--- src/rtl/tsfp_pkg.sv ---
// ----------------------------------------------------------------------------
// tsfp_pkg
// Types, field codes and helpers of the transaction field parser.
// ----------------------------------------------------------------------------
package tsfp_pkg;

   // Parse phases; each code equals the field kind reported for it.
   typedef enum logic [3:0] {
      PH_VERSION    = 4'd0,
      PH_INCOUNT    = 4'd1,
      PH_HASH       = 4'd2,
      PH_PREVIDX    = 4'd3,
      PH_INSCRLEN   = 4'd4,
      PH_INSCRBYTE  = 4'd5,
      PH_SEQ        = 4'd6,
      PH_OUTCOUNT   = 4'd7,
      PH_VALUE      = 4'd8,
      PH_OUTSCRLEN  = 4'd9,
      PH_OUTSCRBYTE = 4'd10,
      PH_LOCKTIME   = 4'd11
   } phase_type;

   localparam logic [7:0] VarintPfx16 = 8'hfd;
   localparam logic [7:0] VarintPfx32 = 8'hfe;
   localparam logic [5:0] HashBytes   = 6'd32;

   // One result token as it leaves the parse core.
   typedef struct packed {
      logic        hit;
      phase_type   kind;
      logic [63:0] value;
      logic [63:0] entry;
      logic [63:0] pos;
      logic        tx_end;
   } tok_type;

   // Bytes a phase starts with: the fixed width, one for a varint's first byte, zero for byte phases.
   function automatic logic [5:0] field_len(input phase_type p);
      logic [5:0] len;
      unique case (p) inside
         PH_VALUE:                                    len = 6'd8;
         PH_HASH:                                     len = HashBytes;
         PH_VERSION, PH_PREVIDX, PH_SEQ, PH_LOCKTIME: len = 6'd4;
         PH_INCOUNT, PH_INSCRLEN, PH_OUTCOUNT, PH_OUTSCRLEN: len = 6'd1;
         default:                                     len = 6'd0;
      endcase
      return len;
   endfunction

endpackage

--- src/rtl/tx_stream_field_parser.sv ---
// ----------------------------------------------------------------------------
// tx_stream_field_parser: legacy transaction field parser, one byte a beat.
// Result path: a byte passes the input register, then the result register.
// Throughput: one byte per cycle while the result stream is not stalled.
// Reset (synchronous): parser returns to the version field, registers empty.
// ----------------------------------------------------------------------------
module tx_stream_field_parser (
   input  logic        clock,
   input  logic        reset,
   input  logic        req_valid,
   output logic        req_stall,
   input  logic [7:0]  req_data_byte,
   output logic        rsp_valid,
   input  logic        rsp_stall,
   output logic [3:0]  rsp_field_kind,
   output logic [63:0] rsp_field_value,
   output logic [63:0] rsp_entry_number,
   output logic [63:0] rsp_byte_position,
   output logic        rsp_tx_end
);
   import tsfp_pkg::*;

   // The design is three registered sections. The input register captures
   // each stream beat. The parse core consumes the held byte in a single step:
   // it shifts the byte into the field assembly, walks the phase machine
   // (version, input count, inputs, output count, outputs, locktime) and
   // produces at most one token. The result register holds that token until
   // the consumer takes the beat. While a finished result waits under a
   // stall, the core pauses and the input register holds at most one more
   // byte, after which the input channel is stalled as well.

   logic       byte_valid;
   logic [7:0] byte_data;
   logic       out_free;
   logic       step;
   tok_type    tok;

   // A held byte is consumed only when the result register can take
   // whatever it produces. Bytes in the middle of a field produce nothing,
   // but they wait for the same slot to keep the ordering simple.
   assign step = byte_valid && out_free;

   tsfp_in_reg u_in_reg (
      .clock         (clock),
      .reset         (reset),
      .req_valid     (req_valid),
      .req_stall     (req_stall),
      .req_data_byte (req_data_byte),
      .take          (step),
      .byte_valid    (byte_valid),
      .byte_data     (byte_data)
   );

   // Counts, lengths and positions are kept at the full 64 bits, so huge
   // counts or script lengths are parsed exactly as the stream states them.
   tsfp_parse_core u_parse_core (
      .clock     (clock),
      .reset     (reset),
      .step      (step),
      .data_byte (byte_data),
      .tok       (tok)
   );

   tsfp_rsp_reg u_rsp_reg (
      .clock             (clock),
      .reset             (reset),
      .tok               (tok),
      .free              (out_free),
      .rsp_valid         (rsp_valid),
      .rsp_stall         (rsp_stall),
      .rsp_field_kind    (rsp_field_kind),
      .rsp_field_value   (rsp_field_value),
      .rsp_entry_number  (rsp_entry_number),
      .rsp_byte_position (rsp_byte_position),
      .rsp_tx_end        (rsp_tx_end)
   );

endmodule

--- src/rtl/tsfp_in_reg.sv ---
// ----------------------------------------------------------------------------
// tsfp_in_reg
// Input register: holds one stream byte until the parse core takes it.
// ----------------------------------------------------------------------------
module tsfp_in_reg (
   input  logic       clock,
   input  logic       reset,
   input  logic       req_valid,
   output logic       req_stall,
   input  logic [7:0] req_data_byte,
   input  logic       take,
   output logic       byte_valid,
   output logic [7:0] byte_data
);
   import tsfp_pkg::*;

   logic       vld_ff, vld_in;
   logic [7:0] byte_ff;

   // The register can refill whenever it is empty or its byte leaves now.
   assign req_stall = vld_ff && !take;
   assign vld_in    = req_stall ? vld_ff : req_valid;

   always_ff @(posedge clock) begin
      if (reset) begin
         vld_ff <= 1'b0;
      end else begin
         vld_ff <= vld_in;
      end
   end

   always_ff @(posedge clock) begin
      if (!req_stall && req_valid) begin
         byte_ff <= req_data_byte;
      end
   end

   assign byte_valid = vld_ff;
   assign byte_data  = byte_ff;

endmodule

--- src/rtl/tsfp_parse_core.sv ---
// ----------------------------------------------------------------------------
// tsfp_parse_core
// Phase machine and field assembly; one byte is consumed per step.
// ----------------------------------------------------------------------------
module tsfp_parse_core (
   input  logic                 clock,
   input  logic                 reset,
   input  logic                 step,
   input  logic [7:0]           data_byte,
   output tsfp_pkg::tok_type    tok
);
   import tsfp_pkg::*;

   phase_type   phase_ff, phase_in;
   logic        pend_ff, pend_in;
   logic [5:0]  fbl_ff, fbl_in;
   logic [5:0]  fbi_ff, fbi_in;
   logic [63:0] asm_ff, asm_in;
   logic [63:0] total_ff, total_in;
   logic [63:0] ec_ff, ec_in;
   logic [63:0] sbl_ff, sbl_in;
   logic [63:0] sp_ff, sp_in;

   always_ff @(posedge clock) begin
      if (reset) begin
         phase_ff <= PH_VERSION;
         pend_ff  <= 1'b0;
         fbl_ff   <= field_len(PH_VERSION);
         fbi_ff   <= '0;
         asm_ff   <= '0;
         total_ff <= '0;
         ec_ff    <= '0;
         sbl_ff   <= '0;
         sp_ff    <= '0;
      end else if (step) begin
         phase_ff <= phase_in;
         pend_ff  <= pend_in;
         fbl_ff   <= fbl_in;
         fbi_ff   <= fbi_in;
         asm_ff   <= asm_in;
         total_ff <= total_in;
         ec_ff    <= ec_in;
         sbl_ff   <= sbl_in;
         sp_ff    <= sp_in;
      end
   end

   logic [63:0] asm_take;
   logic [5:0]  fbi_inc;
   logic [5:0]  fbl_dec;
   logic [63:0] ec_inc;
   logic        ec_last;
   logic        enter_req;
   phase_type   enter_ph;
   logic        done;
   logic [63:0] value;
   logic [63:0] entry;
   logic [63:0] pos;
   logic        tend;

   // Byte shifted into the little-endian assembly register.
   assign asm_take = asm_ff | (64'(data_byte) << {fbi_ff[2:0], 3'b000});
   assign fbi_inc  = fbi_ff + 6'd1;
   assign fbl_dec  = (fbl_ff != 6'd0) ? fbl_ff - 6'd1 : 6'd0;
   assign ec_inc   = ec_ff + 64'd1;
   assign ec_last  = (ec_inc == total_ff);

   always_comb begin
      phase_in  = phase_ff;
      pend_in   = pend_ff;
      fbl_in    = fbl_ff;
      fbi_in    = fbi_ff;
      asm_in    = asm_ff;
      total_in  = total_ff;
      ec_in     = ec_ff;
      sbl_in    = sbl_ff;
      sp_in     = sp_ff;
      enter_req = 1'b0;
      enter_ph  = PH_VERSION;
      done      = 1'b0;
      value     = '0;
      entry     = '0;
      pos       = '0;
      tend      = 1'b0;

      unique case (phase_ff) inside
         PH_HASH: begin
            value  = 64'(data_byte);
            pos    = 64'(fbi_ff);
            entry  = ec_ff;
            done   = 1'b1;
            fbi_in = fbi_inc;
            if (fbi_inc >= HashBytes) begin
               enter_req = 1'b1;
               enter_ph  = PH_PREVIDX;
            end
         end
         PH_INSCRBYTE, PH_OUTSCRBYTE: begin
            value  = 64'(data_byte);
            pos    = sp_ff;
            entry  = ec_ff;
            done   = 1'b1;
            sp_in  = sp_ff + 64'd1;
            sbl_in = sbl_ff - 64'd1;
            if (sbl_ff == 64'd1) begin
               enter_req = 1'b1;
               if (phase_ff == PH_INSCRBYTE) begin
                  enter_ph = PH_SEQ;
               end else begin
                  ec_in    = ec_inc;
                  enter_ph = ec_last ? PH_LOCKTIME : PH_VALUE;
               end
            end
         end
         PH_INCOUNT, PH_INSCRLEN, PH_OUTCOUNT, PH_OUTSCRLEN: begin
            if (!pend_ff) begin
               if (data_byte < VarintPfx16) begin
                  value = 64'(data_byte);
                  done  = 1'b1;
               end else begin
                  // Prefix byte: 2, 4 or 8 little-endian bytes follow.
                  pend_in = 1'b1;
                  fbl_in  = (data_byte == VarintPfx16) ? 6'd2 :
                            (data_byte == VarintPfx32) ? 6'd4 : 6'd8;
                  fbi_in  = '0;
                  asm_in  = '0;
               end
            end else begin
               asm_in = asm_take;
               fbi_in = fbi_inc;
               fbl_in = fbl_dec;
               if (fbl_dec == 6'd0) begin
                  value = asm_take;
                  done  = 1'b1;
               end
            end
            if (done) begin
               enter_req = 1'b1;
               if (phase_ff == PH_INCOUNT || phase_ff == PH_OUTCOUNT) begin
                  total_in = value;
                  ec_in    = '0;
                  if (phase_ff == PH_INCOUNT) begin
                     enter_ph = (value == 64'd0) ? PH_OUTCOUNT : PH_HASH;
                  end else begin
                     enter_ph = (value == 64'd0) ? PH_LOCKTIME : PH_VALUE;
                  end
               end else begin
                  entry  = ec_ff;
                  sbl_in = value;
                  sp_in  = '0;
                  if (phase_ff == PH_INSCRLEN) begin
                     enter_ph = (value == 64'd0) ? PH_SEQ : PH_INSCRBYTE;
                  end else if (value == 64'd0) begin
                     ec_in    = ec_inc;
                     enter_ph = ec_last ? PH_LOCKTIME : PH_VALUE;
                  end else begin
                     enter_ph = PH_OUTSCRBYTE;
                  end
               end
            end
         end
         PH_VERSION, PH_PREVIDX, PH_SEQ, PH_VALUE, PH_LOCKTIME: begin
            asm_in = asm_take;
            fbi_in = fbi_inc;
            fbl_in = fbl_dec;
            if (fbl_dec == 6'd0) begin
               value     = asm_take;
               done      = 1'b1;
               enter_req = 1'b1;
               unique case (phase_ff) inside
                  PH_VERSION: begin
                     enter_ph = PH_INCOUNT;
                  end
                  PH_PREVIDX: begin
                     entry    = ec_ff;
                     enter_ph = PH_INSCRLEN;
                  end
                  PH_SEQ: begin
                     entry    = ec_ff;
                     ec_in    = ec_inc;
                     enter_ph = ec_last ? PH_OUTCOUNT : PH_HASH;
                  end
                  PH_VALUE: begin
                     entry    = ec_ff;
                     enter_ph = PH_OUTSCRLEN;
                  end
                  default: begin
                     tend     = 1'b1;
                     enter_ph = PH_VERSION;
                  end
               endcase
            end
         end
         default: begin
            enter_req = 1'b1;
            enter_ph  = PH_VERSION;
         end
      endcase

      // Entering a phase clears the field assembly.
      if (enter_req) begin
         phase_in = enter_ph;
         pend_in  = 1'b0;
         fbi_in   = '0;
         asm_in   = '0;
         fbl_in   = field_len(enter_ph);
      end
   end

   always_comb begin
      tok.hit    = step && done;
      tok.kind   = phase_ff;
      tok.value  = value;
      tok.entry  = entry;
      tok.pos    = pos;
      tok.tx_end = tend;
   end

endmodule

--- src/rtl/tsfp_rsp_reg.sv ---
// ----------------------------------------------------------------------------
// tsfp_rsp_reg
// Result register: holds one token until the consumer takes the beat.
// ----------------------------------------------------------------------------
module tsfp_rsp_reg (
   input  logic              clock,
   input  logic              reset,
   input  tsfp_pkg::tok_type tok,
   output logic              free,
   output logic              rsp_valid,
   input  logic              rsp_stall,
   output logic [3:0]        rsp_field_kind,
   output logic [63:0]       rsp_field_value,
   output logic [63:0]       rsp_entry_number,
   output logic [63:0]       rsp_byte_position,
   output logic              rsp_tx_end
);
   import tsfp_pkg::*;

   logic    vld_ff, vld_in;
   tok_type tok_ff;

   assign free   = !vld_ff || !rsp_stall;
   assign vld_in = free ? tok.hit : vld_ff;

   always_ff @(posedge clock) begin
      if (reset) begin
         vld_ff <= 1'b0;
      end else begin
         vld_ff <= vld_in;
      end
   end

   always_ff @(posedge clock) begin
      if (free && tok.hit) begin
         tok_ff <= tok;
      end
   end

   assign rsp_valid         = vld_ff;
   assign rsp_field_kind    = tok_ff.kind;
   assign rsp_field_value   = tok_ff.value;
   assign rsp_entry_number  = tok_ff.entry;
   assign rsp_byte_position = tok_ff.pos;
   assign rsp_tx_end        = tok_ff.tx_end;

endmodule

--- config.mk ---
export PLATFORM = sky130hd
export DESIGN_NAME = tx_stream_field_parser
export DESIGN_NICKNAME = d
export VERILOG_FILES = /design/src/rtl/tsfp_pkg.sv /design/src/rtl/tx_stream_field_parser.sv /design/src/rtl/tsfp_in_reg.sv /design/src/rtl/tsfp_parse_core.sv /design/src/rtl/tsfp_rsp_reg.sv
export SDC_FILE = /design/constraint.sdc
export NUM_CORES = 1
export LEC_CHECK = 0
export ABC_AREA = 1
export BUFFER_PORTS_ARGS = -buffer_cell sky130_fd_sc_hd__buf_2
export CAP_MARGIN = 20
export CORE_MARGIN = 1.5
export CORE_UTILIZATION = 61
export DETAILED_ROUTE_END_ITERATION = 7
export PLACE_DENSITY = 0.91
export SYNTH_ARGS = -nofsm -noshare
export SYNTH_HDL_FRONTEND = slang
export SYNTH_SLANG_ARGS = --single-unit
--- constraint.sdc ---
create_clock -name clock -period 7.72 [get_ports clock]
set_input_delay 1.544 -clock clock [delete_from_list [all_inputs] [get_ports clock]]
set_output_delay 1.544 -clock clock [all_outputs]
set_load 0.1 [all_outputs]
==> impl_results.md, run 1 <==
* Core area at 46800 µm²
* Routed WL at 96900 µm
* CTS buffer count at 55
* Vias per Instance at 6.10
* Slew @ Worst Pin at 1.13 ns
* Ys Warns at 0
* Drt pass-1 iters at 8
* Dpl cells at 4698
* Share of cells above drive strength 1 at 0.101
* Setup TNS Final at 0 ns
* Initial antenna violation count at 0
* Fill cell count at 3887
* Row cnt at 79
* Area Growth Syn to Fin at 11.1%
* Largest net degree at the start of global routing at 120
* Worst EP required at 8.19 ns
* Commonest non-fill, non-tap cell in the layout: nand2_1
* Setup violators final at 0
* Final Core Density at 0.690
* VDD IR-drop max at 0.000240 V
* Number of global-route vias before repair at 26400
* Primary FF master, synth: dfxtp_1
* Min cycle time layout at 4.68 ns
* Final hold violation count at 0
* Final slew viol count at 0
* Die Ht at 221 µm
* Period utilization at 0.606
* Worst-path fanout max at 58
* Post-synth EDFFs at 205
* Most frequent cells in the layout: 765 x nand2_1, 705 x nor2_1, 472 x inv_1, 339 x dfxtp_1, 322 x o21ai_0
* Data arrival, critical path at 5.15 ns
* Final nets at 4166
* Cell Pwr Density at 238 nW/µm²
* GPL Wtd Cong at 1.05
* Max cap viols at 0
* Mean area per synthesized cell at 7.22 µm²
* Post-Syn Area at 29100 µm²
* Clock Latency Late Sink at 0.64 ns
* Clock Tree Root: clkbuf_16
* Global route overflow at 0
* Max clock buf depth at 3
* Reg2reg setup slack at 3.04 ns
* Initial Util at 0.621
* Resized Gates After CTS at 0
* HP Class: register to register
* DR WL/cell at 20.2 µm
* Via Count at 29300
* CP Class: register to register
* Clock Sinks at 544
* DRC violations left at 14
* Worst Setup End Kind: register
* Post-synthesis net count at 4040
* Diode count at 0
* Final Non-Filler Cells at 4802
* Violated checks: DRC
* Lkg Pwr at 13.2 nW
* Syn Inst Count at 4022
* First-pass GRT wire length at 147000 µm
* Initial drt markers at 4209
* CTS HTree Levels at 2
* Dpl hpwl at 70500 µm
* Status: complete, but fails checks
* Slew HR at 0.245
* Hold-fix buffer count after cts at 0
* Synth unique cells at 63
* Asr flop ratio synth at 0
* Chip Width at 221 µm
* Port-buffer cells at 210
* CTS tree: done
* CP startpoint kind: register
* IO Pins at 211
* Clock skew at 0.0325 ns
* Clock-pin slew on the worst setup and hold paths at 0.06 ns
* RSZ-0062 raised after global routing: false
* Gr usage total at 0.384
* Fmax at 0.214 GHz
* Sequential fraction of the synthesis area at 0.445
* FF+latch count, synth at 544
* Postcts setup bufs at 0
* Routed Antenna Nets at 0
* Die ar. at 48900 µm²
==> final cells by class <==
class | count | area [µm²] | share of cell area
tap | 607 | 759 | 0.0235
clock inverter | 26 | 243 | 0.00752
clock buffer | 78 | 1590 | 0.0491
multi-input combinational | 2823 | 13700 | 0.423
timing repair buffer | 233 | 1230 | 0.0380
sequential | 544 | 12900 | 0.401
inverter | 491 | 1850 | 0.0575
==> flip-flops by register name, indices dropped and copies added (netlist names) <==
| register | count |
|---|---|
| u_in_reg.byte_data | 8 |
| u_in_reg.byte_valid | 1 |
| u_parse_core.asm_ff | 64 |
| u_parse_core.ec_ff | 64 |
| u_parse_core.fbi_ff | 6 |
| u_parse_core.fbl_ff | 6 |
| u_parse_core.pend_ff | 1 |
| u_parse_core.phase_ff | 4 |
| u_parse_core.sbl_ff | 64 |
| u_parse_core.sp_ff | 64 |
| u_parse_core.total_ff | 64 |
| u_rsp_reg.rsp_byte_position | 64 |
| u_rsp_reg.rsp_entry_number | 64 |
| u_rsp_reg.rsp_field_kind | 4 |
| u_rsp_reg.rsp_field_value | 64 |
| u_rsp_reg.rsp_tx_end | 1 |
| u_rsp_reg.rsp_valid | 1 |
==> cell families (layout without fill, tap and decap cells) <==
group,Yosys count,count (layout),synth area share
adders and majority gates,6,6,0.00258
and+or+nand+nor,1952,1952,0.288
AOI/OAI and AO/OA,809,809,0.157
buffers and inverters,655,828,0.0871
DFF,544,544,0.445
xor gates and xnor gates,56,56,0.0197
==> worst max-delay path, stage by stage, from the launching register on <==
cell	delay, ns
dfxtp_1	0.31
inv_1	0.13
ha_1	0.19
inv_1	0.07
nor2_4	0.13
nand3_2	0.12
o21ai_1	0.14
nand3_2	0.13
nor2_4	0.47
nand2_2	0.06
buf_4	0.34
o21ai_0	0.60
nor2_1	0.10
nand2_1	0.09
nor2_1	0.10
nand3_1	0.20
a21oi_1	0.14
o2111ai_4	0.18
buf_4	0.59
nor3_1	0.13
a21oi_1	0.19
nor2_1	0.05
==> metal layers <==
layer | track usage | wire length, µm | up-vias
li1 | - | - | 13600
met1 | 0.521 | 38200 | 13400
met2 | 0.587 | 41900 | 1971
met3 | 0.0635 | 11000 | 358
met4 | 0.211 | 5830 | 0
met5 | 0 | 0 | -
==> power by group <==
group | switching [mW] | internal, mW | leakage [nW]
registers | 0.0806 | 3.11 | 4.69
logic | 1.35 | 0.421 | 7.57
clock network | 1.18 | 1.54 | 0.895
==> cells in the mapped netlist (9+ instances only) <==
cell / n / area (µm²)
nand2_1: 766 / 2880
nor2_1: 707 / 2650
inv_1: 475 / 1780
dfxtp_1: 339 / 6790
o21ai_0: 323 / 1620
a21oi_1: 254 / 1270
edfxtp_1: 205 / 6160
nand3_1: 186 / 931
clkbuf_1: 122 / 458
nor3_1: 110 / 551
a211oi_1: 79 / 593
a31oi_1: 61 / 382
nand4_1: 48 / 300
xor2_1: 38 / 333
nor4_1: 27 / 169
buf_2: 25 / 125
nand3b_1: 23 / 173
o211ai_1: 18 / 135
nor2_2: 16 / 100
o21bai_1: 16 / 120
o21a_1: 14 / 105
inv_2: 12 / 45.0
nand2_2: 12 / 75.1
xnor2_1: 12 / 105
nor2_4: 11 / 124
o21ai_1: 11 / 55.1
buf_1: 10 / 37.5
nand3_2: 9 / 90.1
==> worst paths after layout <==
| path | startpoint | to | depth (start not counted) |
|---|---|---|---|
| max | u_parse_core.fbl_ff[0] | u_parse_core.ec_ff[53] | 21 |
| min | u_parse_core.sp_ff[23] | u_parse_core.sp_ff[23] | 1 |
| max reg2reg | u_parse_core.fbl_ff[0] | u_parse_core.ec_ff[53] | 21 |
| min reg2reg | u_parse_core.sp_ff[23] | u_parse_core.sp_ff[23] | 1 |
==> per-stage QoR <==
stage                     hold WS [ns]  total power, mW  cell area [µm²]  worst slack, ns
after floorplan                  0.422             4.58            29100             1.40
after global placement           0.434             4.93            30400             3.36
after detailed placement         0.442             4.96            30400             3.19
after CTS                        0.452             7.64            32300             3.17
after global routing             0.473             7.94            32300             2.70
final                            0.453             7.68            32300             3.04
Note: power is estimated with default switching activity, not from simulation.
==> run 2, diff against run 1 <==
- CORE_UTILIZATION: 61 -> 55
- PLACE_DENSITY: 0.91 -> 0.87
- clock period: 7.72 -> 4.2 ns (I/O delays scaled with it)
==> run 2 against run 1 <==
The flow still finishes with violations (DRC). Flip-flop and latch count did not move. Core utilization decreased by 5.5 points. Clock skew about the same. Cell count grew 3.2%. First-iteration DRC count is 4.6% lower. Via count decreased by 0.14%. Global-route usage decreased by 2.8 points. Clock power up 90%. Critical path type unchanged. Largest cell class unchanged.
==> impl_results.md, run 2 (synthesis results as in run 1) <==
* Slew @ Worst Pin at 1.04 ns (-0.0857 ns)
* CTS HTree Levels at 2 (unchanged)
* Die Ht at 233 µm (+5.2%)
* Commonest non-fill, non-tap cell in the layout: nand2_1
* RSZ-0062 raised after global routing: false
* Hold Path End: u_in_reg.byte_data[1]
* Period utilization at 0.931 (+0.325)
* Slew HR at 0.305 (+0.0599)
* Clock skew at 0.0320 ns (-0.000473 ns)
* Clock-pin slew on the worst setup and hold paths at 0.07 ns (about the same)
* Worst EP required at 4.79 ns (-3.40 ns)
* Most frequent cells in the layout: 764 x nand2_1, 704 x nor2_1, 468 x inv_1, 338 x dfxtp_1, 322 x o21ai_0
* Reg2Reg Depth at 24 (+14%)
* Share of cells above drive strength 1 at 0.122 (+0.0205)
* Final WS setup at 0.290 ns (-2.75 ns)
* Fill cell count at 4598 (+18%)
* Initial antenna violation count at 1 (+1)
* Final nets at 4240 (+1.8%)
* Min cycle time layout at 3.91 ns (-0.767 ns)
* Core area at 52300 µm² (+12%)
* Lkg Pwr at 13.6 nW (+3.7%)
* Setup WS pre-CTS at 0.0883 ns (-3.11 ns)
* Setup violators final at 0 (unchanged)
* Worst-path fanout max at 7 (-88%)
* Final slew viol count at 0 (unchanged)
* CTS tree: done
* Reg2reg setup slack at 0.29 ns (-2.75 ns)
* Routed WL at 98400 µm (+1.6%)
* IO Pins at 211 (unchanged)
* Clock Sinks at 544 (unchanged)
* Global route overflow at 0 (unchanged)
* GPL Wtd Cong at 1.04 (-1.3%)
* Internal power at 9.49 mW (+87%)
* Violated checks: DRC
* Via Count at 29300 (-0.14%)
* DR WL/cell at 19.8 µm (-1.6%)
* Port-buffer cells at 210 (unchanged)
* Hold Crit Start: req_data_byte[1]
* Clock Tree Root: clkbuf_16
* Worst Setup End Kind: register
* Data arrival, critical path at 4.50 ns (-0.65 ns)
* Vias per Instance at 5.91 (-3.3%)
* Hold path depth at 1 (unchanged)
* Die ar. at 54200 µm² (+11%)
* Sw frac at 0.343 (+0.00263)
* Largest net degree at the start of global routing at 122 (+1.7%)
* CP startpoint kind: register
* Routed Antenna Nets at 0 (unchanged)
* Chip Width at 233 µm (+5.2%)
* Flop pwr share at 0.405 (-0.010)
* DRC violations left at 1 (-13)
* Final hold violation count at 0 (unchanged)
* Drt pass-1 iters at 8 (unchanged)
* Min Hold Slack at 0.378 ns (-0.0749 ns)
* Clock Latency Late Sink at 0.64 ns (about the same)
* CTS buffer count at 56 (+1.8%)
* Reg-to-reg endpoint: u_parse_core.fbl_ff[2]
* Max cap viols at 0 (unchanged)
* Sw power at 4.95 mW (+89%)
* Overall power at 14.4 mW (+88%)
* VDD IR-drop max at 0.000416 V (+73%)
* Max clock buf depth at 3 (unchanged)
* Fmax at 0.256 GHz (+20%)
* Cell Pwr Density at 434 nW/µm² (+82%)
* Initial drt markers at 4016 (-4.6%)
* Diode count at 0 (unchanged)
* Reg2reg start: u_parse_core.ec_ff[0]
* First-pass GRT wire length at 149000 µm (+0.95%)
* Number of global-route vias before repair at 26400 (-0.023%)
* Area Growth Syn to Fin at 14.4%
* Combinational power share at 0.236 (+0.005)
* CP Class: register to register
* HP Class: input pin to register
* Gr usage total at 0.356 (-0.0280)
* Status: complete, but fails checks
* Initial Util at 0.555 (-0.0663)
* Row cnt at 84 (+6.3%)
* Dpl hpwl at 72800 µm (+3.3%)
* Clock Power Share at 0.359 (+0.005)
[run 2: stage by stage]
step	area [µm²]	utilization	cells	setup TNS, ns
floorplan	29100	-	4022	-152.27
finish	33200	0.635	4957	0
global placement	31300	0.598	4849	0
CTS	33200	0.635	4954	0
global route	33200	0.635	4957	0
detailed placement	31300	0.598	4849	0
[run 2: how the worst max path moves through the flow]
stage                                      start                              to  slack (ns)  depth (start not counted)
final                      u_parse_core.ec_ff[0]          u_parse_core.fbl_ff[2]        0.29                         24
after global routing       u_parse_core.ec_ff[0]          u_parse_core.fbl_ff[2]       0.006                         24
after CTS                  u_parse_core.ec_ff[0]          u_parse_core.fbl_ff[2]        0.09                         24
after detailed placement   u_parse_core.ec_ff[0]          u_parse_core.fbl_ff[2]        0.09                         24
after global placement     u_parse_core.ec_ff[0]          u_parse_core.fbl_ff[2]         0.1                         24
after floorplan           u_parse_core.fbl_ff[0]  u_rsp_reg.rsp_byte_position[0]       -0.77                         16
[run 2: layer usage]
metal | GRT usage | routed length, µm
met4 | 0.202 | 6230
met1 | 0.478 | 39100
met2 | 0.539 | 42800
met5 | 0 | 0
met3 | 0.0640 | 10300
[run 2: timing repair]
item                                    in CTS  in global routing
endpoints found under the setup margin       0                  4
buffers inserted                             0                  3
resized for setup                            0                  2
hold buffers                                 0                  0
[run 2: power by group through the flow]
stage | registers (mW) | clock network [mW] | logic [mW]
2_1_floorplan | 6.57 | 0 | 1.83
3_3_place_gp | 5.95 | 0 | 3.27
3_5_place_dp | 5.95 | 0 | 3.30
4_1_cts | 5.84 | 5.22 | 3.32
5_1_grt | 5.86 | 5.42 | 3.66
6_report | 5.85 | 5.18 | 3.40
[run 2: cell type report]
class / instances / area (µm²) / area share
Multi-Input combinational cell: 2823 / 13700 / 0.412
Timing Repair Buffer: 306 / 1990 / 0.0598
Clock buffer: 61 / 1480 / 0.0446
Sequential cell: 544 / 12900 / 0.389
Tap cell: 688 / 861 / 0.0259
Inverter: 491 / 1850 / 0.0557
Clock inverter: 44 / 425 / 0.0128
[run 2: worst max-delay path, cell delays in order (launching register included)]
cell and delay, ns:
dfxtp_2 0.42, ha_1 0.27, nand2_1 0.14, nor2_4 0.20, nand2_2 0.12, nor2_4 0.23, buf_4 0.19, nand2_1 0.05
nand2_1 0.11, nand2_1 0.08, nand2_1 0.16, nand4_1 0.11, nor3_1 0.33, nand2_1 0.14, nor2_1 0.12, nand3_1 0.09
nor2_1 0.27, a21boi_0 0.25, nand2_2 0.19, nand3_2 0.08, nor2_1 0.09, nor2_1 0.05, nand2_1 0.05, nand2_1 0.05
nand2_1 0.08
